`src/sv/mat4_pkg.sv`:
```
// shared constants and types of the fixed-point 4x4 matrix product
package mat4_pkg;

  localparam int DIM        = 4;
  localparam int DATA_WIDTH = 32;
  localparam int FRAC_BITS  = 16;
  localparam int INDEX_W    = 4;
  localparam int CELL_MAX_W = 6;

  typedef enum logic [1:0] {
    ST_IDLE,
    ST_RUN,
    ST_DRAIN
  } state_t;

  typedef struct packed {
    logic                  valid;
    logic                  first;
    logic                  last_k;
    logic                  last_res;
    logic [CELL_MAX_W-1:0] pos;
  } tag_t;

endpackage

```
`src/sv/mat4_in_if.sv`:
```
// element load channel: valid, ready and one element request
interface mat4_in_if #(
  parameter int IDX_W = mat4_pkg::INDEX_W,
  parameter int DW    = mat4_pkg::DATA_WIDTH
);
  logic                 valid;
  logic                 ready;
  logic                 matrix_select;
  logic [IDX_W-1:0]     element_index;
  logic signed [DW-1:0] element_value;
  logic                 compute;

  modport source (output valid, matrix_select, element_index, element_value, compute,
                  input ready);
  modport sink (input valid, matrix_select, element_index, element_value, compute,
                output ready);
endinterface

```
`src/sv/mat4_out_if.sv`:
```
// product element channel: valid, ready and one result element
interface mat4_out_if #(
  parameter int IDX_W = mat4_pkg::INDEX_W,
  parameter int DW    = mat4_pkg::DATA_WIDTH
);
  logic                 valid;
  logic                 ready;
  logic [IDX_W-1:0]     result_index;
  logic signed [DW-1:0] result_value;
  logic                 saturated;
  logic                 last;

  modport source (output valid, result_index, result_value, saturated, last,
                  input ready);
  modport sink (input valid, result_index, result_value, saturated, last,
                output ready);
endinterface

```
`src/sv/mat4_ram.sv`:
```
// generic single-write, single-read ram with registered read
module mat4_ram #(
  parameter int WIDTH = mat4_pkg::DATA_WIDTH,
  parameter int DEPTH = mat4_pkg::DIM * mat4_pkg::DIM
) (
  input  logic                     clk,
  input  logic                     we,
  input  logic [$clog2(DEPTH)-1:0] waddr,
  input  logic [WIDTH-1:0]         wdata,
  input  logic                     re,
  input  logic [$clog2(DEPTH)-1:0] raddr,
  output logic [WIDTH-1:0]         rdata
);

  logic [WIDTH-1:0] mem [DEPTH];

  always_ff @(posedge clk) begin
    if (we) begin
      mem[waddr] <= wdata;
    end
    if (re) begin
      rdata <= mem[raddr];
    end
  end

endmodule

```
`src/sv/mat4_seq.sv`:
```
// sequencer: walks column, row and dot-product step, issues store reads
module mat4_seq #(
  parameter int DIM = mat4_pkg::DIM
) (
  input  logic                         clk,
  input  logic                         rst,
  input  logic                         start,
  input  logic                         en,
  input  logic                         busy,
  output logic                         idle,
  output logic [$clog2(DIM*DIM)-1:0]   raddr_l,
  output logic [$clog2(DIM*DIM)-1:0]   raddr_r,
  output mat4_pkg::tag_t               s1_tag
);

  localparam int KW = $clog2(DIM);
  localparam int AW = $clog2(DIM * DIM);
  localparam logic [KW-1:0] KLAST = KW'(DIM - 1);

  mat4_pkg::state_t state, state_next;
  logic [KW-1:0] k, row, col;
  logic [AW-1:0] pos;
  logic          issue;
  logic          last_issue;
  mat4_pkg::tag_t issue_tag;

  assign last_issue = (k == KLAST) && (row == KLAST) && (col == KLAST);
  assign raddr_l    = AW'(k * DIM + row);
  assign raddr_r    = AW'(col * DIM + k);

  always_comb begin
    state_next = state;
    unique case (state)
      mat4_pkg::ST_IDLE: begin
        if (start) state_next = mat4_pkg::ST_RUN;
      end
      mat4_pkg::ST_RUN: begin
        if (en && last_issue) state_next = mat4_pkg::ST_DRAIN;
      end
      mat4_pkg::ST_DRAIN: begin
        if (!busy && !s1_tag.valid) state_next = mat4_pkg::ST_IDLE;
      end
      default: state_next = mat4_pkg::ST_IDLE;
    endcase
  end

  always_comb begin
    idle  = (state == mat4_pkg::ST_IDLE);
    issue = (state == mat4_pkg::ST_RUN);
  end

  always_comb begin
    issue_tag          = '0;
    issue_tag.valid    = issue;
    issue_tag.first    = (k == '0);
    issue_tag.last_k   = (k == KLAST);
    issue_tag.last_res = (row == KLAST) && (col == KLAST);
    issue_tag.pos      = mat4_pkg::CELL_MAX_W'(pos);
  end

  always_ff @(posedge clk) begin
    if (rst) begin
      state  <= mat4_pkg::ST_IDLE;
      k      <= '0;
      row    <= '0;
      col    <= '0;
      pos    <= '0;
      s1_tag <= '0;
    end else begin
      state <= state_next;
      if (en) begin
        s1_tag <= issue_tag;
      end
      if (start) begin
        k    <= '0;
        row  <= '0;
        col  <= '0;
        pos  <= '0;
      end else if (issue && en) begin
        if (k == KLAST) begin
          k    <= '0;
          pos  <= pos + 1'b1;
          if (row == KLAST) begin
            row <= '0;
            col <= col + 1'b1;
          end else begin
            row <= row + 1'b1;
          end
        end else begin
          k <= k + 1'b1;
        end
      end
    end
  end

  a_start_when_idle: assert property (@(posedge clk) disable iff (rst)
    start |-> state == mat4_pkg::ST_IDLE)
    else $error("compute request taken while a product is in progress");

  a_drain_after_last: assert property (@(posedge clk) disable iff (rst)
    issue && en && last_issue |=> state == mat4_pkg::ST_DRAIN)
    else $error("sequencer kept issuing after the last read");

endmodule

```
`src/sv/mat4_mac.sv`:
```
// multiply-accumulate pipeline with shift, saturation and output register
module mat4_mac #(
  parameter int DIM        = mat4_pkg::DIM,
  parameter int DATA_WIDTH = mat4_pkg::DATA_WIDTH,
  parameter int FRAC_BITS  = mat4_pkg::FRAC_BITS,
  parameter int IDX_W      = mat4_pkg::INDEX_W
) (
  input  logic                  clk,
  input  logic                  rst,
  input  mat4_pkg::tag_t        s1_tag,
  input  logic [DATA_WIDTH-1:0] rd_l,
  input  logic [DATA_WIDTH-1:0] rd_r,
  output logic                  en,
  output logic                  busy,
  mat4_out_if.source            result
);

  localparam int DW    = DATA_WIDTH;
  localparam int H     = (DW + 1) / 2;
  localparam int HW    = DW - H;
  localparam int ACC_W = 2 * DW + $clog2(DIM);

  logic signed [DW-1:0]     a_s;
  logic signed [H:0]        b_lo;
  logic signed [HW-1:0]     b_hi;
  logic signed [DW+H:0]     p_lo;
  logic signed [DW+HW-1:0]  p_hi;
  mat4_pkg::tag_t           s2_tag;
  logic signed [ACC_W-1:0]  prod;
  logic signed [ACC_W-1:0]  acc;
  logic                     acc_done;
  logic [IDX_W-1:0]         res_cell;
  logic                     res_last;
  logic signed [ACC_W-1:0]  shifted;
  logic                     fits;
  logic signed [DW-1:0]     sat_val;

  assign en   = !result.valid || result.ready;
  assign busy = s2_tag.valid || acc_done;

  assign a_s  = $signed(rd_l);
  assign b_lo = $signed({1'b0, rd_r[H-1:0]});
  assign b_hi = $signed(rd_r[DW-1:H]);
  assign prod = ACC_W'(p_lo) + (ACC_W'(p_hi) <<< H);

  always_comb begin
    shifted = acc >>> FRAC_BITS;
    fits    = (&shifted[ACC_W-1:DW-1]) || !(|shifted[ACC_W-1:DW-1]);
    if (fits) begin
      sat_val = shifted[DW-1:0];
    end else if (shifted[ACC_W-1]) begin
      sat_val = $signed({1'b1, {(DW-1){1'b0}}});
    end else begin
      sat_val = $signed({1'b0, {(DW-1){1'b1}}});
    end
  end

  always_ff @(posedge clk) begin
    if (rst) begin
      s2_tag       <= '0;
      acc_done     <= 1'b0;
      result.valid <= 1'b0;
    end else begin
      if (en) begin
        s2_tag   <= s1_tag;
        acc_done <= s2_tag.valid && s2_tag.last_k;
      end
      if (en && acc_done) begin
        result.valid <= 1'b1;
      end else if (result.ready) begin
        result.valid <= 1'b0;
      end
    end
  end

  always_ff @(posedge clk) begin
    if (en) begin
      p_lo <= a_s * b_lo;
      p_hi <= a_s * b_hi;
      if (s2_tag.valid) begin
        acc <= (s2_tag.first ? '0 : acc) + prod;
      end
      if (s2_tag.valid && s2_tag.last_k) begin
        res_cell <= IDX_W'(s2_tag.pos);
        res_last <= s2_tag.last_res;
      end
      if (acc_done) begin
        result.result_value <= sat_val;
        result.saturated    <= !fits;
        result.result_index <= res_cell;
        result.last         <= res_last;
      end
    end
  end

  a_hold_on_stall: assert property (@(posedge clk) disable iff (rst)
    !en |=> $stable(acc) && $stable(acc_done))
    else $error("accumulator moved while the output was stalled");

endmodule

```
`src/sv/mat4_multiply.sv`:
```
// top level of the fixed-point matrix product block
//
// feed channel: each request writes one signed fixed-point element into the
// left (matrix_select 0) or right (matrix_select 1) store at its column-major
// element_index; indexes beyond the store are dropped. a request with compute
// set also starts the product left times right after its write.
// result channel: DIM*DIM elements in column-major order, last set on the
// final one, saturated set where the shifted sum was clipped to range.
// a compute request runs DIM^3 multiply-accumulate steps, one per cycle
// while the result channel is not stalled, on the shared multiplier fed by
// one read port of each store; each step passes the store read and partial
// product registers into the accumulator, and each finished sum then moves
// to the output register.
// feed.ready is low while a product is being computed.
// a stalled result stalls the whole pipeline; the next request can still be
// taken while the last result of a product waits in the output register.
// reset clears the sequencer and the output valid; store contents stay
// undefined until written.
module mat4_multiply #(
  parameter int DIM        = mat4_pkg::DIM,
  parameter int DATA_WIDTH = mat4_pkg::DATA_WIDTH,
  parameter int FRAC_BITS  = mat4_pkg::FRAC_BITS
) (
  input  logic       clk,
  input  logic       rst,
  mat4_in_if.sink    feed,
  mat4_out_if.source result
);

  localparam int NCELLS = DIM * DIM;
  localparam int AW     = $clog2(NCELLS);
  localparam int IDX_W  = (AW > mat4_pkg::INDEX_W) ? AW : mat4_pkg::INDEX_W;

  logic                  accept;
  logic                  in_range;
  logic                  start;
  logic                  en;
  logic                  busy;
  logic                  idle;
  logic [AW-1:0]         raddr_l, raddr_r;
  logic [DATA_WIDTH-1:0] rd_l, rd_r;
  mat4_pkg::tag_t        s1_tag;

  assign feed.ready = idle;
  assign accept     = feed.valid && feed.ready;
  assign in_range   = {1'b0, feed.element_index} < (IDX_W + 1)'(NCELLS);
  assign start      = accept && feed.compute;

  mat4_ram #(.WIDTH(DATA_WIDTH), .DEPTH(NCELLS)) u_left (
    .clk   (clk),
    .we    (accept && in_range && !feed.matrix_select),
    .waddr (feed.element_index[AW-1:0]),
    .wdata (feed.element_value),
    .re    (en),
    .raddr (raddr_l),
    .rdata (rd_l)
  );

  mat4_ram #(.WIDTH(DATA_WIDTH), .DEPTH(NCELLS)) u_right (
    .clk   (clk),
    .we    (accept && in_range && feed.matrix_select),
    .waddr (feed.element_index[AW-1:0]),
    .wdata (feed.element_value),
    .re    (en),
    .raddr (raddr_r),
    .rdata (rd_r)
  );

  mat4_seq #(.DIM(DIM)) u_seq (
    .clk     (clk),
    .rst     (rst),
    .start   (start),
    .en      (en),
    .busy    (busy),
    .idle    (idle),
    .raddr_l (raddr_l),
    .raddr_r (raddr_r),
    .s1_tag  (s1_tag)
  );

  mat4_mac #(
    .DIM        (DIM),
    .DATA_WIDTH (DATA_WIDTH),
    .FRAC_BITS  (FRAC_BITS),
    .IDX_W      (IDX_W)
  ) u_mac (
    .clk    (clk),
    .rst    (rst),
    .s1_tag (s1_tag),
    .rd_l   (rd_l),
    .rd_r   (rd_r),
    .en     (en),
    .busy   (busy),
    .result (result)
  );

  a_ready_when_empty: assert property (@(posedge clk) disable iff (rst)
    feed.ready |-> !s1_tag.valid && !busy)
    else $error("load taken while products are still in flight");

  a_last_index: assert property (@(posedge clk) disable iff (rst)
    result.valid && result.last |-> result.result_index == IDX_W'(NCELLS - 1))
    else $error("last flag on a result other than the final element");

endmodule
```
`src/flat_wrapper.sv`:
```
// flat-port wrapper written by rule: the top's interface ports become plain ports
module mat4_multiply_flat 
#(
  parameter int DIM        = mat4_pkg::DIM,
  parameter int DATA_WIDTH = mat4_pkg::DATA_WIDTH,
  parameter int FRAC_BITS  = mat4_pkg::FRAC_BITS
)
  (clk, rst, feed_valid, feed_matrix_select, feed_element_index, feed_element_value, feed_compute, feed_ready, result_valid, result_result_index, result_result_value, result_saturated, result_last, result_ready);
  mat4_in_if feed_i ();
  mat4_out_if result_i ();
  input  logic clk;
  input  logic rst;
  input wire logic [$bits(feed_i.valid)-1:0] feed_valid;
  input wire logic [$bits(feed_i.matrix_select)-1:0] feed_matrix_select;
  input wire logic [$bits(feed_i.element_index)-1:0] feed_element_index;
  input wire logic [$bits(feed_i.element_value)-1:0] feed_element_value;
  input wire logic [$bits(feed_i.compute)-1:0] feed_compute;
  output wire logic [$bits(feed_i.ready)-1:0] feed_ready;
  output wire logic [$bits(result_i.valid)-1:0] result_valid;
  output wire logic [$bits(result_i.result_index)-1:0] result_result_index;
  output wire logic [$bits(result_i.result_value)-1:0] result_result_value;
  output wire logic [$bits(result_i.saturated)-1:0] result_saturated;
  output wire logic [$bits(result_i.last)-1:0] result_last;
  input wire logic [$bits(result_i.ready)-1:0] result_ready;
  assign feed_i.valid = feed_valid;
  assign feed_i.matrix_select = feed_matrix_select;
  assign feed_i.element_index = feed_element_index;
  assign feed_i.element_value = feed_element_value;
  assign feed_i.compute = feed_compute;
  assign feed_ready = feed_i.ready;
  assign result_valid = result_i.valid;
  assign result_result_index = result_i.result_index;
  assign result_result_value = result_i.result_value;
  assign result_saturated = result_i.saturated;
  assign result_last = result_i.last;
  assign result_i.ready = result_ready;
  mat4_multiply #(.DIM(DIM), .DATA_WIDTH(DATA_WIDTH), .FRAC_BITS(FRAC_BITS)) u_core (.clk(clk), .rst(rst), .feed(feed_i), .result(result_i));
endmodule
```
`config.mk`:
```
export PLATFORM = sky130hd
export DESIGN_NAME = mat4_multiply_flat
export DESIGN_NICKNAME = d
export VERILOG_FILES = /design/src/sv/mat4_pkg.sv /design/src/sv/mat4_in_if.sv /design/src/sv/mat4_out_if.sv /design/src/sv/mat4_ram.sv /design/src/sv/mat4_seq.sv /design/src/sv/mat4_mac.sv /design/src/sv/mat4_multiply.sv /design/src/flat_wrapper.sv
export SDC_FILE = /design/constraint.sdc
export NUM_CORES = 2
export LEC_CHECK = 0
export BUFFER_PORTS_ARGS = -buffer_cell sky130_fd_sc_hd__clkbuf_2
export CAP_MARGIN = 20
export CORE_ASPECT_RATIO = 1.1
export CORE_MARGIN = 5
export CORE_UTILIZATION = 30
export DETAILED_ROUTE_END_ITERATION = 16
export PLACE_DENSITY = 0.56
export SETUP_SLACK_MARGIN = 0.1
export SLEW_MARGIN = 20
export SYNTH_ARGS = -nofsm -noshare
export SYNTH_HDL_FRONTEND = slang
export SYNTH_HIERARCHICAL = 1
export SYNTH_SLANG_ARGS = --single-unit
```
`constraint.sdc`:
```
create_clock -name clk -period 11.92 [get_ports clk]
set_clock_uncertainty 0.1 [all_clocks]
set_input_delay 0.596 -clock clk [delete_from_list [all_inputs] [get_ports clk]]
set_output_delay 0.596 -clock clk [all_outputs]
set_load 0.01 [all_outputs]
```
== Word-level counts from Yosys, hierarchy flattened ==
Memories as Yosys holds them, arrays and structs flattened. A register that Yosys moved wholly into a read port is not among the register bits.
Cells that the tools add are included.

* Word-level logic and storage cells: 94
* RAM bits: 1,024
* Flip-flop bits (word level): 236
* Input port bits: 42
* Memories kept: 2

* Add/sub/neg operators: 8
* Reductions and logical operators: 33
* Multiply operators: 2
* Muxes and demuxes: 15
* Eq/ne operators: 8

{| class="wikitable"
|+ Memory list
! name !! words !! width !! read ports !! clocked after Yosys merged registers in !! write ports !! line !! text
|-
| u_core.u_left.mem || 16 || 32 || 1 || 1 || 1 || mat4_ram.sv:15 || <nowiki>logic [WIDTH-1:0] mem [DEPTH];</nowiki>
|-
| u_core.u_right.mem || 16 || 32 || 1 || 1 || 1 || mat4_ram.sv:15 ||
|}

{| class="wikitable"
|+ Operator list
! kind !! count
|-
| 66-bit adder || 1
|-
| 66-bit two-way mux || 1
|-
| 49-bit by 64-bit adder with 65-bit output || 1
|-
| 32-bit two-way mux || 2
|-
| 32-bit by 17-bit multiplier with 49-bit output || 1
|-
| 32-bit by 16-bit multiplier with 48-bit output || 1
|-
| 19-bit AND reduction || 1
|-
| 19-bit OR reduction || 1
|-
| 1-bit logical AND || 12
|-
| 2-bit two-way mux || 5
|-
| 4-bit by 2-bit adder with 4-bit output || 2
|-
| 2-bit equality test (second input constant) || 4
|-
| 2-bit AND reduction || 4
|-
| 2-bit by 1-bit adder with 2-bit output (second input constant) || 3
|-
| 1-bit logical NOT || 6
|-
| 1-bit two-way mux || 6
|-
| 2-bit case mux with 3 select lines || 1
|-
| 3-bit AND reduction || 2
|-
| 4-bit by 1-bit adder with 4-bit output (second input constant) || 1
|-
| 2-bit logical NOT || 2
|-
| 2-bit != test (second input constant) || 2
|-
| 1-bit logical OR || 3
|-
| 2-bit by 1-bit equality test with 1-bit output (second input constant) || 1
|-
| 2-bit by 1-bit != test with 1-bit output (second input constant) || 1
|-
| 2 further kinds || 2
|}

== Logic depth before layout (Yosys ltp) ==
* Word-level depth: 6
* Depth in mapped cells: 25

== Modules after synthesis ==
Netlist, hierarchy kept.

{| class="wikitable"
|+ Modules (own cells, without submodules)
! module !! cells an instance !! times used !! area each (µm²)
|-
| mat4_mac || 5,401 || 1 || 49,491.2
|-
| mat4_ram || 838 || 2 || 20,174.3
|-
| mat4_seq || 98 || 1 || 870.8
|-
| mat4_multiply || 3 || 1 || 22.5
|}

== Least setup slack after synthesis ==
No wires, ideal clock.

* Path kind: input-to-reg
* From: input port result_ready
* To: register u_core.u_mac.acc[0], enable pin
* Buffers on the path: 1
* Arrival time: 7,291 ps
* Slack: 4,098 ps
* Stages: 4
* Cell sequence: nor2b_1 inv_1 clkbuf_1 and2_1

* Word-level cells in the longest chain between the ends: 2

{| class="wikitable"
|+ RTL lines
! what !! line !! text
|-
| start: declaration || flat_wrapper.sv:24 || <nowiki>input wire logic [$bits(result_i.ready)-1:0] result_ready;</nowiki>
|-
| 1-bit logical OR || mat4_mac.sv:38 || <nowiki>assign en = !result.valid || result.ready;</nowiki>
|-
| named net u_core.en || mat4_multiply.sv:37 || <nowiki>logic en;</nowiki>
|-
| 2-bit AND reduction (no source line) || -- ||
|-
| end signal: assignment || mat4_mac.sv:81 || <nowiki>acc <= (s2_tag.first ? '0 : acc) + prod;</nowiki>
|-
| end: declaration || mat4_mac.sv:30 || <nowiki>logic signed [ACC_W-1:0] acc;</nowiki>
|}

The timed path passes the listed nets, and every way through them passes these cells.
A chain may end at the register's enable or synchronous reset.

== Worst setup path after layout ==
* From: register u_core.u_right.rdata[31] (read register of u_core.u_right.mem)
* To: register u_core.u_mac.p_hi[40], data pin

* Word-level cells in the longest chain between the ends: 1

{| class="wikitable"
|+ RTL lines
! what !! line !! text
|-
| start: declaration || mat4_ram.sv:12 || <nowiki>output logic [WIDTH-1:0] rdata</nowiki>
|-
| 32-bit by 16-bit multiplier with 48-bit output || mat4_mac.sv:79 || <nowiki>p_hi <= a_s * b_hi;</nowiki>
|-
| end signal: assignment || mat4_mac.sv:79 ||
|-
| end: declaration || mat4_mac.sv:27 || <nowiki>logic signed [DW+HW-1:0] p_hi;</nowiki>
|}

Every way passes these cells.

==> out/qor.yml <==
clocking:
  clock_latency_ns: 0.81
  tritoncts: "built"
  cts_buffer_depth: 3
  ctsRootBufferMaster: "clkbuf_16"
  cts_sinks: 1324
  postCtsSetupBuffers: 0
  clk_pin_slew_ns: 0.07
  cts-buffers-inserted: 145
  ctsResizeCount: 0
  htreeDepth: 4
  holdBufCountCts: 0
synth:
  netlist_area_mm2: 0.0907
  avgSynthCellArea_um2: 12.6
  synthCells: 7175
  yosysWarnings: 6
  synth_nets: 8543
setup_path:
  cp.required_ns: 12.36
  critical_path_class: "register to register"
  cp-start-kind: "register"
  worstPathArrival_ns: 7.91
  r2r_cells: 22
  regToRegSetupSlack_ns: 4.44
  cp-end-kind: "register"
  crit_fanout: 15
placed_design:
  pre_cts_ws_ns: 4.17
  dp_hpwl_um: 155000
  gp_congestion: 0.856
  port_buffers: 81
sta:
  rsz0062_at_grt: "false"
  final.period_utilization_pct: 62.7
  fin_tns_setup_ns: 0
  fmax_mhz: 134
  finalHoldViolations: 0
  setup_viol_count_final: 0
  slew_violations: 0
  period_minus_slack_ns: 7.48
  max_slew_margin_pct: 34.6
  postLayoutSetupSlackWorst_ns: 4.44
  worstMarginPinSlew_ns: 0.982
routing:
  drc: 0
  route.vias.total: 54400
  vias_per_cell: 4.84
  drt-total-wl_um: 228000
  ant_nets: 0
  routedWlPerCell_um: 20.3
  drt_iter0_markers: 3646
  drtPass1Iterations: 6
grt:
  grt_max_degree: 94
  grt_pass1_vias: 59200
  grt_usage_pct: 14.5
  grt_pass1_wl_um: 356000
  antenna_found_initial: 14
  globalRouteOverflowTotal: 0
floorplan:
  start_util_pct: 30.2
  num_rows: 211
  die_area_mm2: 0.313
  core_mm2: 0.301
  die_w_um: 534
  pin_count: 82
  die_h_um: 587
final_layout:
  layout_common_cells: "edfxtp_1 (1294), inv_1 (1189), fa_1 (977)"
  final_common_cell: "edfxtp_1"
  area_delta_synth_final_pct: 11.1
  drive_gt1_share_pct: 10.4
  layout.nets: 8541
min_path:
  min_path_cells: 4
  hold_class: "input pin to register"
run:
  drv_cap: 0
run_status:
  status: "complete, no violations"
worst max-delay path: stages, from the launching register on:
cell and delay, ns:
edfxtp_1 0.45, clkinv_1 0.51, buf_4 0.41, nor2_1 0.13
fa_1 0.44, fa_1 0.51, fa_1 0.43, fa_1 0.46
fa_1 0.49, inv_1 0.05, fa_1 0.47, inv_1 0.04
ha_1 0.35, and3_1 0.26, nand2_1 0.12, or3_1 0.36
a211oi_1 0.55, o211ai_1 0.24, o21ai_0 0.21, a211o_1 0.17
a22o_1 0.21, a21oi_1 0.10, xnor2_1 0.13
stage by stage:
stage / instance area (µm²) / cells / utilization [%] / hold slack (ns)
finish: 101000 / 11200 / 33.5 / 0.147
detailed placement: 95800 / 11000 / 31.9 / 0.312
CTS: 101000 / 11200 / 33.5 / 0.0681
floorplan: 90700 / 7175 / - / 0.300
global placement: 95800 / 11000 / 31.9 / 0.311
global route: 101000 / 11200 / 33.5 / 0.117
final cells by class:
cell class                      count  area, µm²
Antenna cell                        6       15.0
Clock buffer                      181       3780
Fill cell                       29300     200000
Clock inverter                     84       1100
Sequential cell                  1324      39500
Timing Repair Buffer              207       1380
Tap cell                         3940       4930
Inverter                         1191       4480
Multi-Input combinational cell   4304      45600
sequential cells by signal, indices dropped and copies added (netlist names), 4 cells and up:
name	flops
u_core/u_mac/p_hi	48
u_core/u_mac/result.result_index	4
u_core/u_mac/acc	66
u_core/u_left/mem	512
u_core/u_left/rdata	32
u_core/u_mac/result.result_value	32
u_core/u_seq/s1_tag	8
u_core/u_seq/pos	4
u_core/u_right/mem	512
u_core/u_mac/res_cell	4
u_core/u_mac/p_lo	49
u_core/u_right/rdata	32
u_core/u_mac/s2_tag	8
layer usage:
layer / share of wire [%] / vias up / routed length [µm] / track usage, %
met3: 5.9 / 319 / 13500 / 2.39
li1: - / 24100 / - / -
met4: 2.3 / 8 / 5210 / 3.70
met5: 0.029 / - / 66 / 0
met2: 48 / 1539 / 110000 / 24.4
met1: 44 / 28500 / 99700 / 19.6
path summary, 6_finish.rpt:
check | start | endpoint
max | u_core/u_right/rdata[31] | u_core/u_mac/p_hi[40]
min | feed_compute | u_core/u_seq/state[0]
max reg2reg | u_core/u_right/rdata[31] | u_core/u_mac/p_hi[40]
min reg2reg | u_core/u_mac/res_cell[0] | u_core/u_mac/result.result_index[0]
Power is left out: the tool's default activity adds up to more than one toggle a clock period on the data nets, which glitch-free logic cannot reach.
